==> src/sorted_nexthop_table_assert.svh <==
// Assertion macros used by the next-hop table datapath
`ifndef SORTED_NEXTHOP_TABLE_ASSERT_SVH
`define SORTED_NEXTHOP_TABLE_ASSERT_SVH

// antecedent implies consequent in the same cycle
`define SNT_ASSERT_IMP(label, clk, rst, ante, cons) \
  label: assert property (@(posedge clk) disable iff (rst) (ante) |-> (cons)) \
    else $error("next-hop table check failed");

// antecedent implies consequent in the next cycle
`define SNT_ASSERT_NXT(label, clk, rst, ante, cons) \
  label: assert property (@(posedge clk) disable iff (rst) (ante) |=> (cons)) \
    else $error("next-hop table check failed");

`endif

==> src/snt_pkg.sv <==
// Shared types for the sorted next-hop table
package snt_pkg;

  typedef enum logic [1:0] {
    CMD_INSERT = 2'd0,
    CMD_DELETE = 2'd1,
    CMD_READ   = 2'd2,
    CMD_NONE   = 2'd3
  } cmd_t;

  typedef enum logic [2:0] {
    ST_INSERTED  = 3'd0,
    ST_PRESENT   = 3'd1,
    ST_FULL      = 3'd2,
    ST_DELETED   = 3'd3,
    ST_NOT_FOUND = 3'd4,
    ST_READ_OK   = 3'd5,
    ST_EMPTY     = 3'd6,
    ST_UNUSED    = 3'd7
  } status_t;

  typedef struct packed {
    logic [31:0] addr;
    logic [15:0] cost;
    logic [7:0]  flag;
  } entry_t;

  typedef struct packed {
    logic    load_key;
    logic    ins_write;
    logic    del_start;
    logic    del_shift;
    logic    res_load;
    status_t res_status;
  } dp_cmd_t;

  typedef struct packed {
    cmd_t cmd;
    logic rd_ok;
    logic dup;
    logic full;
    logic any_eq;
    logic res_free;
  } dp_stat_t;

endpackage

==> src/snt_ctrl.sv <==
// Command sequencer for the sorted next-hop table
module snt_ctrl (
  input  logic              clk,
  input  logic              rst,
  input  logic              in_valid,
  output logic              in_stall,
  input  snt_pkg::dp_stat_t stat,
  output snt_pkg::dp_cmd_t  dcmd
);
  import snt_pkg::*;

  typedef enum logic [2:0] {
    S_IDLE = 3'b001,
    S_EXEC = 3'b010,
    S_DEL  = 3'b100
  } state_t;

  state_t state, state_next;

  assign in_stall = (state != S_IDLE);

  always_comb begin
    state_next      = state;
    dcmd            = '0;
    dcmd.res_status = ST_EMPTY;
    unique case (state)
      S_IDLE: begin
        if (in_valid) begin
          dcmd.load_key = 1'b1;
          state_next    = S_EXEC;
        end
      end
      S_EXEC: begin
        unique case (stat.cmd)
          CMD_INSERT: begin
            if (stat.res_free) begin
              dcmd.res_load = 1'b1;
              state_next    = S_IDLE;
              if (stat.dup) begin
                dcmd.res_status = ST_PRESENT;
              end else if (stat.full) begin
                dcmd.res_status = ST_FULL;
              end else begin
                dcmd.ins_write  = 1'b1;
                dcmd.res_status = ST_INSERTED;
              end
            end
          end
          CMD_DELETE: begin
            if (stat.any_eq) begin
              dcmd.del_start = 1'b1;
              dcmd.del_shift = 1'b1;
              state_next     = S_DEL;
            end else if (stat.res_free) begin
              dcmd.res_load   = 1'b1;
              dcmd.res_status = ST_NOT_FOUND;
              state_next      = S_IDLE;
            end
          end
          CMD_READ: begin
            if (stat.res_free) begin
              dcmd.res_load   = 1'b1;
              dcmd.res_status = stat.rd_ok ? ST_READ_OK : ST_EMPTY;
              state_next      = S_IDLE;
            end
          end
          default: begin
            if (stat.res_free) begin
              dcmd.res_load   = 1'b1;
              dcmd.res_status = ST_EMPTY;
              state_next      = S_IDLE;
            end
          end
        endcase
      end
      S_DEL: begin
        if (stat.any_eq) begin
          dcmd.del_shift = 1'b1;
        end else if (stat.res_free) begin
          dcmd.res_load   = 1'b1;
          dcmd.res_status = ST_DELETED;
          state_next      = S_IDLE;
        end
      end
      default: begin
        state_next = S_IDLE;
      end
    endcase
  end

  always_ff @(posedge clk) begin
    if (rst) begin
      state <= S_IDLE;
    end else begin
      state <= state_next;
    end
  end

endmodule

==> src/snt_dp.sv <==
// Entry cells, compare flags and result register of the next-hop table
`include "sorted_nexthop_table_assert.svh"

module snt_dp #(
  parameter int MAX_HOPS = 16
) (
  input  logic              clk,
  input  logic              rst,
  input  snt_pkg::dp_cmd_t  dcmd,
  output snt_pkg::dp_stat_t stat,
  input  logic [1:0]        cmd,
  input  logic [31:0]       hop_address,
  input  logic [15:0]       hop_cost,
  input  logic [7:0]        hop_flag,
  input  logic [3:0]        read_index,
  output logic              out_valid,
  input  logic              out_stall,
  output logic [2:0]        status,
  output logic [3:0]        position,
  output logic [4:0]        removed_count,
  output logic [31:0]       out_address,
  output logic [15:0]       out_cost,
  output logic [7:0]        out_flag,
  output logic [4:0]        entry_count
);
  import snt_pkg::*;

  localparam int IW   = (MAX_HOPS > 2) ? $clog2(MAX_HOPS) : 1;
  localparam int CW   = $clog2(MAX_HOPS + 1);
  localparam int PW   = (IW > 4) ? IW : 4;
  localparam int EW   = (CW > 5) ? CW : 5;
  localparam int XW   = (CW > 4) ? CW : 4;
  localparam int RD_N = (MAX_HOPS < 16) ? MAX_HOPS : 16;

  cmd_t          key_cmd;
  entry_t        key;
  logic [3:0]    key_ridx;
  logic [CW-1:0] count;
  logic [CW-1:0] count_next;
  logic [IW-1:0] first_q;
  logic [CW-1:0] removed;

  entry_t ent_q  [MAX_HOPS];
  entry_t prev_e [MAX_HOPS];
  entry_t next_e [MAX_HOPS];

  logic [MAX_HOPS-1:0] vld, lt, eq, ge, dup, lt_prev, eq_prev, new_sel, first_sel;
  logic [IW-1:0] ins_pos, dup_pos, first_pos;
  logic          rd_ok;
  entry_t        rd_e;
  logic          full;
  logic          res_free;

  for (genvar g = 0; g < MAX_HOPS; g++) begin : g_cell
    assign vld[g] = CW'(g) < count;
    assign lt[g]  = vld[g] && (key.addr < ent_q[g].addr);
    assign eq[g]  = vld[g] && (key.addr == ent_q[g].addr);
    assign ge[g]  = lt[g] || eq[g];
    assign dup[g] = eq[g] && (key.cost == ent_q[g].cost) && (key.flag == ent_q[g].flag);

    if (g == 0) begin : g_head
      assign prev_e[g]  = key;
      assign lt_prev[g] = 1'b0;
      assign eq_prev[g] = 1'b0;
    end else begin : g_body
      assign prev_e[g]  = ent_q[g-1];
      assign lt_prev[g] = lt[g-1];
      assign eq_prev[g] = eq[g-1];
    end

    if (g == MAX_HOPS - 1) begin : g_tail
      assign next_e[g] = ent_q[g];
    end else begin : g_mid
      assign next_e[g] = ent_q[g+1];
    end

    assign new_sel[g]   = !lt_prev[g] && (lt[g] || (CW'(g) == count));
    assign first_sel[g] = eq[g] && !eq_prev[g];

    always_ff @(posedge clk) begin
      if (dcmd.ins_write) begin
        if (lt_prev[g]) begin
          ent_q[g] <= prev_e[g];
        end else if (new_sel[g]) begin
          ent_q[g] <= key;
        end
      end else if (dcmd.del_shift && ge[g]) begin
        ent_q[g] <= next_e[g];
      end
    end
  end

  // one-hot to index encoders
  always_comb begin
    ins_pos   = '0;
    dup_pos   = '0;
    first_pos = '0;
    for (int i = 0; i < MAX_HOPS; i++) begin
      ins_pos   = ins_pos   | (new_sel[i]   ? IW'(i) : '0);
      dup_pos   = dup_pos   | (dup[i]       ? IW'(i) : '0);
      first_pos = first_pos | (first_sel[i] ? IW'(i) : '0);
    end
  end

  always_comb begin
    rd_e = '0;
    for (int i = 0; i < RD_N; i++) begin
      if (key_ridx == 4'(i)) begin
        rd_e = ent_q[i];
      end
    end
  end

  assign rd_ok    = XW'(key_ridx) < XW'(count);
  assign full     = count == CW'(MAX_HOPS);
  assign res_free = !out_valid || !out_stall;

  assign stat.cmd      = key_cmd;
  assign stat.rd_ok    = rd_ok;
  assign stat.dup      = |dup;
  assign stat.full     = full;
  assign stat.any_eq   = |eq;
  assign stat.res_free = res_free;

  always_comb begin
    count_next = count;
    if (dcmd.ins_write) begin
      count_next = count + CW'(1);
    end else if (dcmd.del_shift) begin
      count_next = count - CW'(1);
    end
  end

  always_ff @(posedge clk) begin
    if (dcmd.load_key) begin
      key_cmd   <= cmd_t'(cmd);
      key.addr  <= hop_address;
      key.cost  <= hop_cost;
      key.flag  <= hop_flag;
      key_ridx  <= read_index;
    end
    if (dcmd.del_start) begin
      first_q <= first_pos;
      removed <= CW'(1);
    end else if (dcmd.del_shift) begin
      removed <= removed + CW'(1);
    end
  end

  always_ff @(posedge clk) begin
    if (rst) begin
      count <= '0;
    end else begin
      count <= count_next;
    end
  end

  logic [PW-1:0] pos_ext;
  logic [EW-1:0] rem_ext;
  logic [EW-1:0] cnt_ext;

  always_comb begin
    pos_ext = '0;
    rem_ext = '0;
    case (dcmd.res_status)
      ST_INSERTED: pos_ext = PW'(ins_pos);
      ST_PRESENT:  pos_ext = PW'(dup_pos);
      ST_DELETED: begin
        pos_ext = PW'(first_q);
        rem_ext = EW'(removed);
      end
      ST_READ_OK:  pos_ext = PW'(key_ridx);
      default:     pos_ext = '0;
    endcase
    cnt_ext = EW'(count_next);
  end

  always_ff @(posedge clk) begin
    if (rst) begin
      out_valid <= 1'b0;
    end else if (dcmd.res_load) begin
      out_valid <= 1'b1;
    end else if (!out_stall) begin
      out_valid <= 1'b0;
    end
  end

  always_ff @(posedge clk) begin
    if (dcmd.res_load) begin
      status        <= dcmd.res_status;
      position      <= pos_ext[3:0];
      removed_count <= rem_ext[4:0];
      entry_count   <= cnt_ext[4:0];
      if (dcmd.res_status == ST_READ_OK) begin
        out_address <= rd_e.addr;
        out_cost    <= rd_e.cost;
        out_flag    <= rd_e.flag;
      end else begin
        out_address <= '0;
        out_cost    <= '0;
        out_flag    <= '0;
      end
    end
  end

  `SNT_ASSERT_IMP(a_no_insert_when_full, clk, rst, dcmd.ins_write, !full && !(|dup))
  `SNT_ASSERT_IMP(a_shift_needs_match, clk, rst, dcmd.del_shift, (|eq) && (count != '0))
  `SNT_ASSERT_IMP(a_no_result_overwrite, clk, rst, dcmd.res_load, res_free)
  `SNT_ASSERT_NXT(a_count_grows_on_insert, clk, rst, dcmd.ins_write, count == $past(count) + CW'(1))

endmodule

==> src/sorted_nexthop_table.sv <==
// Top level of the sorted next-hop table: sequencer plus entry datapath
// Insert, read, unused codes and a missed delete load the result from the execute state.
// A matched delete then shifts the k removed entries out, one left shift per cycle.
// Results load once the result register is free; a new command waits until then (in_stall).
// The result register lets a new command start while the previous result waits.
// Reset clears the entry count and control state; entry cells hold no reset value.
module sorted_nexthop_table #(
  parameter int MAX_HOPS = 16
) (
  input  logic        clk,
  input  logic        rst,
  input  logic        in_valid,
  output logic        in_stall,
  input  logic [1:0]  cmd,
  input  logic [31:0] hop_address,
  input  logic [15:0] hop_cost,
  input  logic [7:0]  hop_flag,
  input  logic [3:0]  read_index,
  output logic        out_valid,
  input  logic        out_stall,
  output logic [2:0]  status,
  output logic [3:0]  position,
  output logic [4:0]  removed_count,
  output logic [31:0] out_address,
  output logic [15:0] out_cost,
  output logic [7:0]  out_flag,
  output logic [4:0]  entry_count
);
  import snt_pkg::*;

  dp_cmd_t  dcmd;
  dp_stat_t stat;

  snt_ctrl u_ctrl (
    .clk      (clk),
    .rst      (rst),
    .in_valid (in_valid),
    .in_stall (in_stall),
    .stat     (stat),
    .dcmd     (dcmd)
  );

  snt_dp #(
    .MAX_HOPS (MAX_HOPS)
  ) u_dp (
    .clk           (clk),
    .rst           (rst),
    .dcmd          (dcmd),
    .stat          (stat),
    .cmd           (cmd),
    .hop_address   (hop_address),
    .hop_cost      (hop_cost),
    .hop_flag      (hop_flag),
    .read_index    (read_index),
    .out_valid     (out_valid),
    .out_stall     (out_stall),
    .status        (status),
    .position      (position),
    .removed_count (removed_count),
    .out_address   (out_address),
    .out_cost      (out_cost),
    .out_flag      (out_flag),
    .entry_count   (entry_count)
  );

endmodule

==> config.mk <==
export PLATFORM = sky130hd
export DESIGN_NAME = sorted_nexthop_table
export DESIGN_NICKNAME = d
export VERILOG_FILES = /design/src/snt_pkg.sv /design/src/snt_ctrl.sv /design/src/snt_dp.sv /design/src/sorted_nexthop_table.sv
export VERILOG_INCLUDE_DIRS = /design/src /design/src/src
export SDC_FILE = /design/constraint.sdc
export NUM_CORES = 2
export LEC_CHECK = 0
export BUFFER_PORTS_ARGS = -buffer_cell sky130_fd_sc_hd__clkbuf_2
export CAP_MARGIN = 5
export CORE_MARGIN = 3
export CORE_UTILIZATION = 30
export CTS_CLUSTER_SIZE = 14
export DETAILED_ROUTE_END_ITERATION = 8
export MAX_ROUTING_LAYER = met4
export PLACE_DENSITY = 0.5
export REMOVE_ABC_BUFFERS = 1
export SKIP_LAST_GASP = 1
export SYNTH_ARGS = -nofsm -noshare
export SYNTH_HDL_FRONTEND = slang
export SYNTH_SLANG_ARGS = --single-unit
==> constraint.sdc <==
create_clock -name clk -period 18.2 [get_ports clk]
set_clock_uncertainty 0.15 [all_clocks]
set_input_delay 3.64 -clock clk [delete_from_list [all_inputs] [get_ports clk]]
set_output_delay 3.64 -clock clk [all_outputs]
set_load 0.03 [all_outputs]
## Yosys cells after proc, flatten, opt, wreduce, memory -nomap -nowiden

Memories as Yosys holds them, arrays and structs flattened.
Cells that the tools add are included.

- Div/mod/pow operators: 0
- Reductions and logical operators: 182
- Shifts and indexed selects: 0
- Muxes and demuxes: 281
- Equal/unequal tests: 91
- Multipliers: 0
- $lt $le $gt $ge: 33
- Bitwise logic cells: 73
- Add/sub/neg operators: 3

Operators with widths:

| operator | count |
|---|---|
| $mux 56 | 47 |
| $eq 32x32->1 | 16 |
| $lt 32x32->1 | 16 |
| $eq 16x16->1 | 16 |
| $mux 1 | 168 |
| $or 4x4->4 | 42 |
| $eq 8x8->1 | 16 |
| $mux 4 | 31 |
| $logic_and 1x1->1 | 110 |
| $mux 3 | 18 |
| $eq 4x5->1 const A | 8 |
| $lt 4x5->1 const A | 8 |
| $logic_or 1x1->1 | 33 |
| $eq 4x4->1 const B | 8 |
| $logic_not 1->1 | 32 |
| $reduce_or 16->1 | 2 |
| $or 1x1->1 | 31 |
| $mux 2 | 11 |
| $eq 3x5->1 const A | 4 |
| $lt 3x5->1 const A | 4 |
| $eq 4x3->1 const B | 4 |
| $pmux 4 s4 | 1 |
| $pmux 4 s3 | 1 |
| $add 5x1->5 const B | 2 |
| other kinds (25) | 34 |

- Bits in read-only memories: 0
- Memories kept: 1
- Bits in writable memories: 896
- Flip-flop bits (word level): 153
- Bits of input ports: 66
- Bits in latches: 0

Memory list:

| memory | words | bits a word | rd ports | clocked after Yosys merged registers in | wr ports | line | source |
|---|---|---|---|---|---|---|---|
| u_dp.ent_q | 16 | 56 | 16 | 0 | 16 | snt_dp.sv:43 | `entry_t ent_q [MAX_HOPS];` |

## Depth between registers and ports, before layout

An unclocked memory read counts as a cell.

- Depth in word-level cells: 21
- Mapped depth: 17
- Mapped depth without buffers: 13

## By module

Synthesis repeated with hierarchy kept, for this count alone.

- Cells, all modules: 7,482
- Area total of the unflattened synthesis: 73,704.4 um^2

By module, submodules not included:

| module | seq. area each (um^2) | cells each | area each (um^2) | times used |
|---|---|---|---|---|
| snt_dp | 31,300.0 | 7,421 | 73,200.2 | 1 |
| snt_ctrl | 60.1 | 61 | 504.2 | 1 |

## Least setup slack after synthesis

OpenSTA, ideal clock, no wires.

- Path kind: in2reg
- Start: input port out_stall
- End: memory u_dp.ent_q[1][0] (netlist name), enable pin
- Required time: 17,503 ps
- Stages: 7
- Buffers on the path: 2
- Arrival: 8,662 ps
- Slack: 8,841 ps
- Cell sequence: nand2_1 nand2_1 nor3_1 clkbuf_1 nand2_1 buf_2 o21ai_0

RTL lines:

| element | line | source |
|---|---|---|
| start, declared | sorted_nexthop_table.sv:20 | `input logic out_stall,` |
| end, declared | snt_dp.sv:43 |  |

==> key figures <==
Critical path
  – Startpoint type of the worst setup path: register
  – CP arrival: 8.56 ns
  – Crit path from: u_dp.key[44]
  – Worst reg2reg setup slack: 9.91 ns
  – Crit-path slowest cell: nand2b_4
  – R2R depth: 17
  – Reg-to-Reg Start: u_dp.key[44]
  – Critical path fanouts, max: 57
  – Worst path most repeated cell: buf_4
  – CP cell instances: buf_4 > ha_1 > nand4_1 > nor4_1 > nand3_1 > buf_4 > nor4_1 > nor4b_1 > buf_4 > and4_4 > nand2_2 > buf_4 > nand2_1 > buf_4 > a21oi_4 > buf_4 > nand2b_4
  – Critical path class: register to register
  – WP data required: roughly 18 ns
  – Capture point of the worst reg-to-reg path: u_dp.ent_q[0][9]
  – Setup crit end kind: register
  – Critical Path Max Stage Delay: roughly 0.9 ns

Detailed routing
  – Final WL: roughly 330 mm
  – Top Layer Used: met4
  – DRT antenna net count: 0
  – Vias per cell: a little over 6
  – Met3 routed WL: about 29 mm
  – M1 WL: 138 mm
  – Remaining DRCs: 0
  – Wire length on met2: roughly 150 mm
  – DRT Pass-1 Iters: 9
  – DR vias: 65300
  – WL/cell: approximately 30 microns
  – DRT iter0 DRCs: slightly below 9000

Synthesis
  – Syn avg cell area: between 9 and 10 sq um
  – Syn Inst Count: 7543
  – Seq/Total Area, Yosys: a little over two fifths
  – Top cell type's share of synthesized area: 42.8%
  – Distinct cells, synth: 80
  – Synth Warn #: 0
  – Post-Syn Area: around 73000 sq um
  – Most common cell in the netlist: nand2_1
  – Synthesized flop and latch total: approximately 1000
  – List of most frequent post-synthesis cells: nand2_1, edfxtp_1, a22oi_1
  – Async set or reset register ratio after synthesis: 0%
  – Post-synth EDFFs: slightly above 1000
  – Synth Flop Type: edfxtp_1
  – Yosys top cell by area: edfxtp_1
  – Main area contributors after synthesis: edfxtp_1, ha_1, a22oi_1

Global routing
  – Final global-route overflow total: 0
  – Pin count of the biggest net entering global routing: between 60 and 70
  – Vias in the first global route: 62000
  – GRT Overall Usage: 25.9%
  – First-pass GRT wire length: roughly 460 mm
  – Initial antenna violation count: 11

Clocking
  – Total CTS buffers: 133
  – Post-CTS Setup Bufs: 0
  – Post-CTS Resized: 0
  – CTS root buf: clkbuf_16
  – Max clock buf depth: 3
  – Htree depth: 4
  – CTS clock-pin slew for the worst setup and hold paths: 0.06 ns
  – Cts hold-fix bufs: 0
  – Clk_lat worst skew: approximately 0.82 ns
  – TritonCTS clock tree: yes
  – Sink Count: 1049

Min path
  – Hold path depth: 2
  – Hold endpoint: u_dp.removed[4]
  – Hold Crit Class: register to register
  – Hold wc startpoint: u_dp.removed[4]

Final layout
  – Register area: approximately 31000 sq um
  – Fin nets: around 8100
  – Fill cells: ~25000
  – Layout cells sized above 1: 9.41%
  – Multi-input gate area: approximately 38000 sq um
  – Area growth syn-to-layout: 12.2%
  – Non-Filler Instances: between 10000 and 15000

Run status
  – Status: completed

Die
  – Die area: about 250000 sq um
  – Initial Util: a little under a third
  – Die Y: between 400 and 500 microns
  – Die X: 498 microns
  – CORE AREA: around 240000 sq um
  – Std cell rows: 180
  – # IOs: between 100 and 150

Place
  – PortBufs: 140
  – Routability cong.: 0.975
  – HPWL after DPL: 231 mm
  – Inst Count DP: 10500

Job
  – Max_cap viols: 0

STA
  – Fin crit share: 45.6%
  – Max Fclk: about 120 MHz
  – Setup-failing EPs final: 0
  – Slew margin rel.: 18.3%
  – Worst-margin pin slew: 1.21 ns
  – Final min period: approximately 8.3 ns
  – Max Slew Vio Count: 0
  – Fin. Hold Viols: 0
  – Setup TNS: 0 ns
  – RSZ-0062 raised after global routing: false

Pwr
  – Pwr/cell area: between 70 and 80 nW/um^2
  – Max VDD drop: approximately 0.068 mV
  – P_leak: ~33 nW
worst max-delay path: cells and delay by family (launching register included):
| family | cells | cell delay, ns |
|---|---|---|
| simple gates | 9 | 3.86 |
| buf+inv | 6 | 2.51 |
| flops | 1 | 0.71 |
| fa+ha+maj | 1 | 0.21 |
| compound gates | 1 | 0.13 |
per-stage QoR:
stage	utilization (%)	hold slack [ns]	area [sq um]	setup WS (ns)	power, mW
after global routing	33.9	0.424	81500	9.72	6.10
after global placement	32.1	0.339	77200	9.90	3.24
after CTS	33.8	0.387	81500	10.09	5.96
final	33.9	0.374	81500	9.91	5.93
after detailed placement	32.1	0.370	77200	9.85	3.24
after floorplan	-	0.321	70400	3.76	3.00
worst max-delay path by stage:
| stage | to | slack [ns] | cells past startpoint |
|---|---|---|---|
| detailed placement | u_dp.ent_q[0][9] | 9.85 | 12 |
| global route | u_dp.ent_q[0][11] | 9.72 | 17 |
| CTS | u_dp.ent_q[0][11] | 10.09 | 17 |
| finish | u_dp.ent_q[0][9] | 9.91 | 17 |
| global placement | u_dp.ent_q[0][16] | 9.90 | 12 |
| floorplan | u_dp.ent_q[1][0] | 3.76 | 6 |
layout make-up:
cell class              instances  area share, %
well taps                    3185           4.89
clock buffers                 163           4.40
inverters                     537           2.47
multi-input cells            5423           46.2
clock inverters                74          0.853
diodes                          8         0.0246
flip-flops and latches       1049           38.5
repair buffers                334           2.66
kinds of logic after synthesis:
group                      count (synthesis)  share of synthesized area, %
AOI/OAI and AO/OA                       2114                          20.8
xor gates and xnor gates                 424                          5.11
adders and majority gates                525                          9.04
buffers and inverters                   1071                          5.93
DFF                                     1049                          43.2
muxes                                    154                          2.27
and+or+nand+nor                         2206                          13.7
layout by cell type, fill, tap and decap left out, drive strengths merged, types with 38 or more instances in the layout:
cell type,n
a211oi,41
a21o,284
a21oi,270
a221oi,58
a222oi,56
a22o,193
a22oi,726
a31oi,38
buf,194
clkbuf,303
clkinv,53
edfxtp,1035
ha,525
inv,542
mux2,84
mux2i,70
nand2,1240
nand3,103
nand4,226
nor2,253
nor2b,38
nor3,82
nor4,136
o21ai,235
o22ai,46
xnor2,95
xor2,329
report_power, final:
| group | internal, mW | switching [mW] |
|---|---|---|
| sequential | 2.63 | 0.00688 |
| combinational | 0.166 | 0.398 |
| clock | 1.56 | 1.17 |
metal layers:
layer	track usage (%)	vias up
li1	-	28100
met1	34.7	33000
met2	39.2	3612
met3	4.58	598
met4	9.47	0
met5	-	-
flip-flops by register name (all words and copies together) (netlist names), 3 cells and up:
| signal | count |
|---|---|
| u_ctrl.state | 3 |
| u_dp.count | 5 |
| u_dp.ent_q | 896 |
| u_dp.entry_count | 5 |
| u_dp.first_q | 4 |
| u_dp.key | 56 |
| u_dp.key_ridx | 4 |
| u_dp.out_address | 32 |
| u_dp.out_cost | 16 |
| u_dp.out_flag | 8 |
| u_dp.position | 4 |
| u_dp.removed | 5 |
| u_dp.removed_count | 5 |
| u_dp.status | 3 |
(Power assumes the default switching activity.)
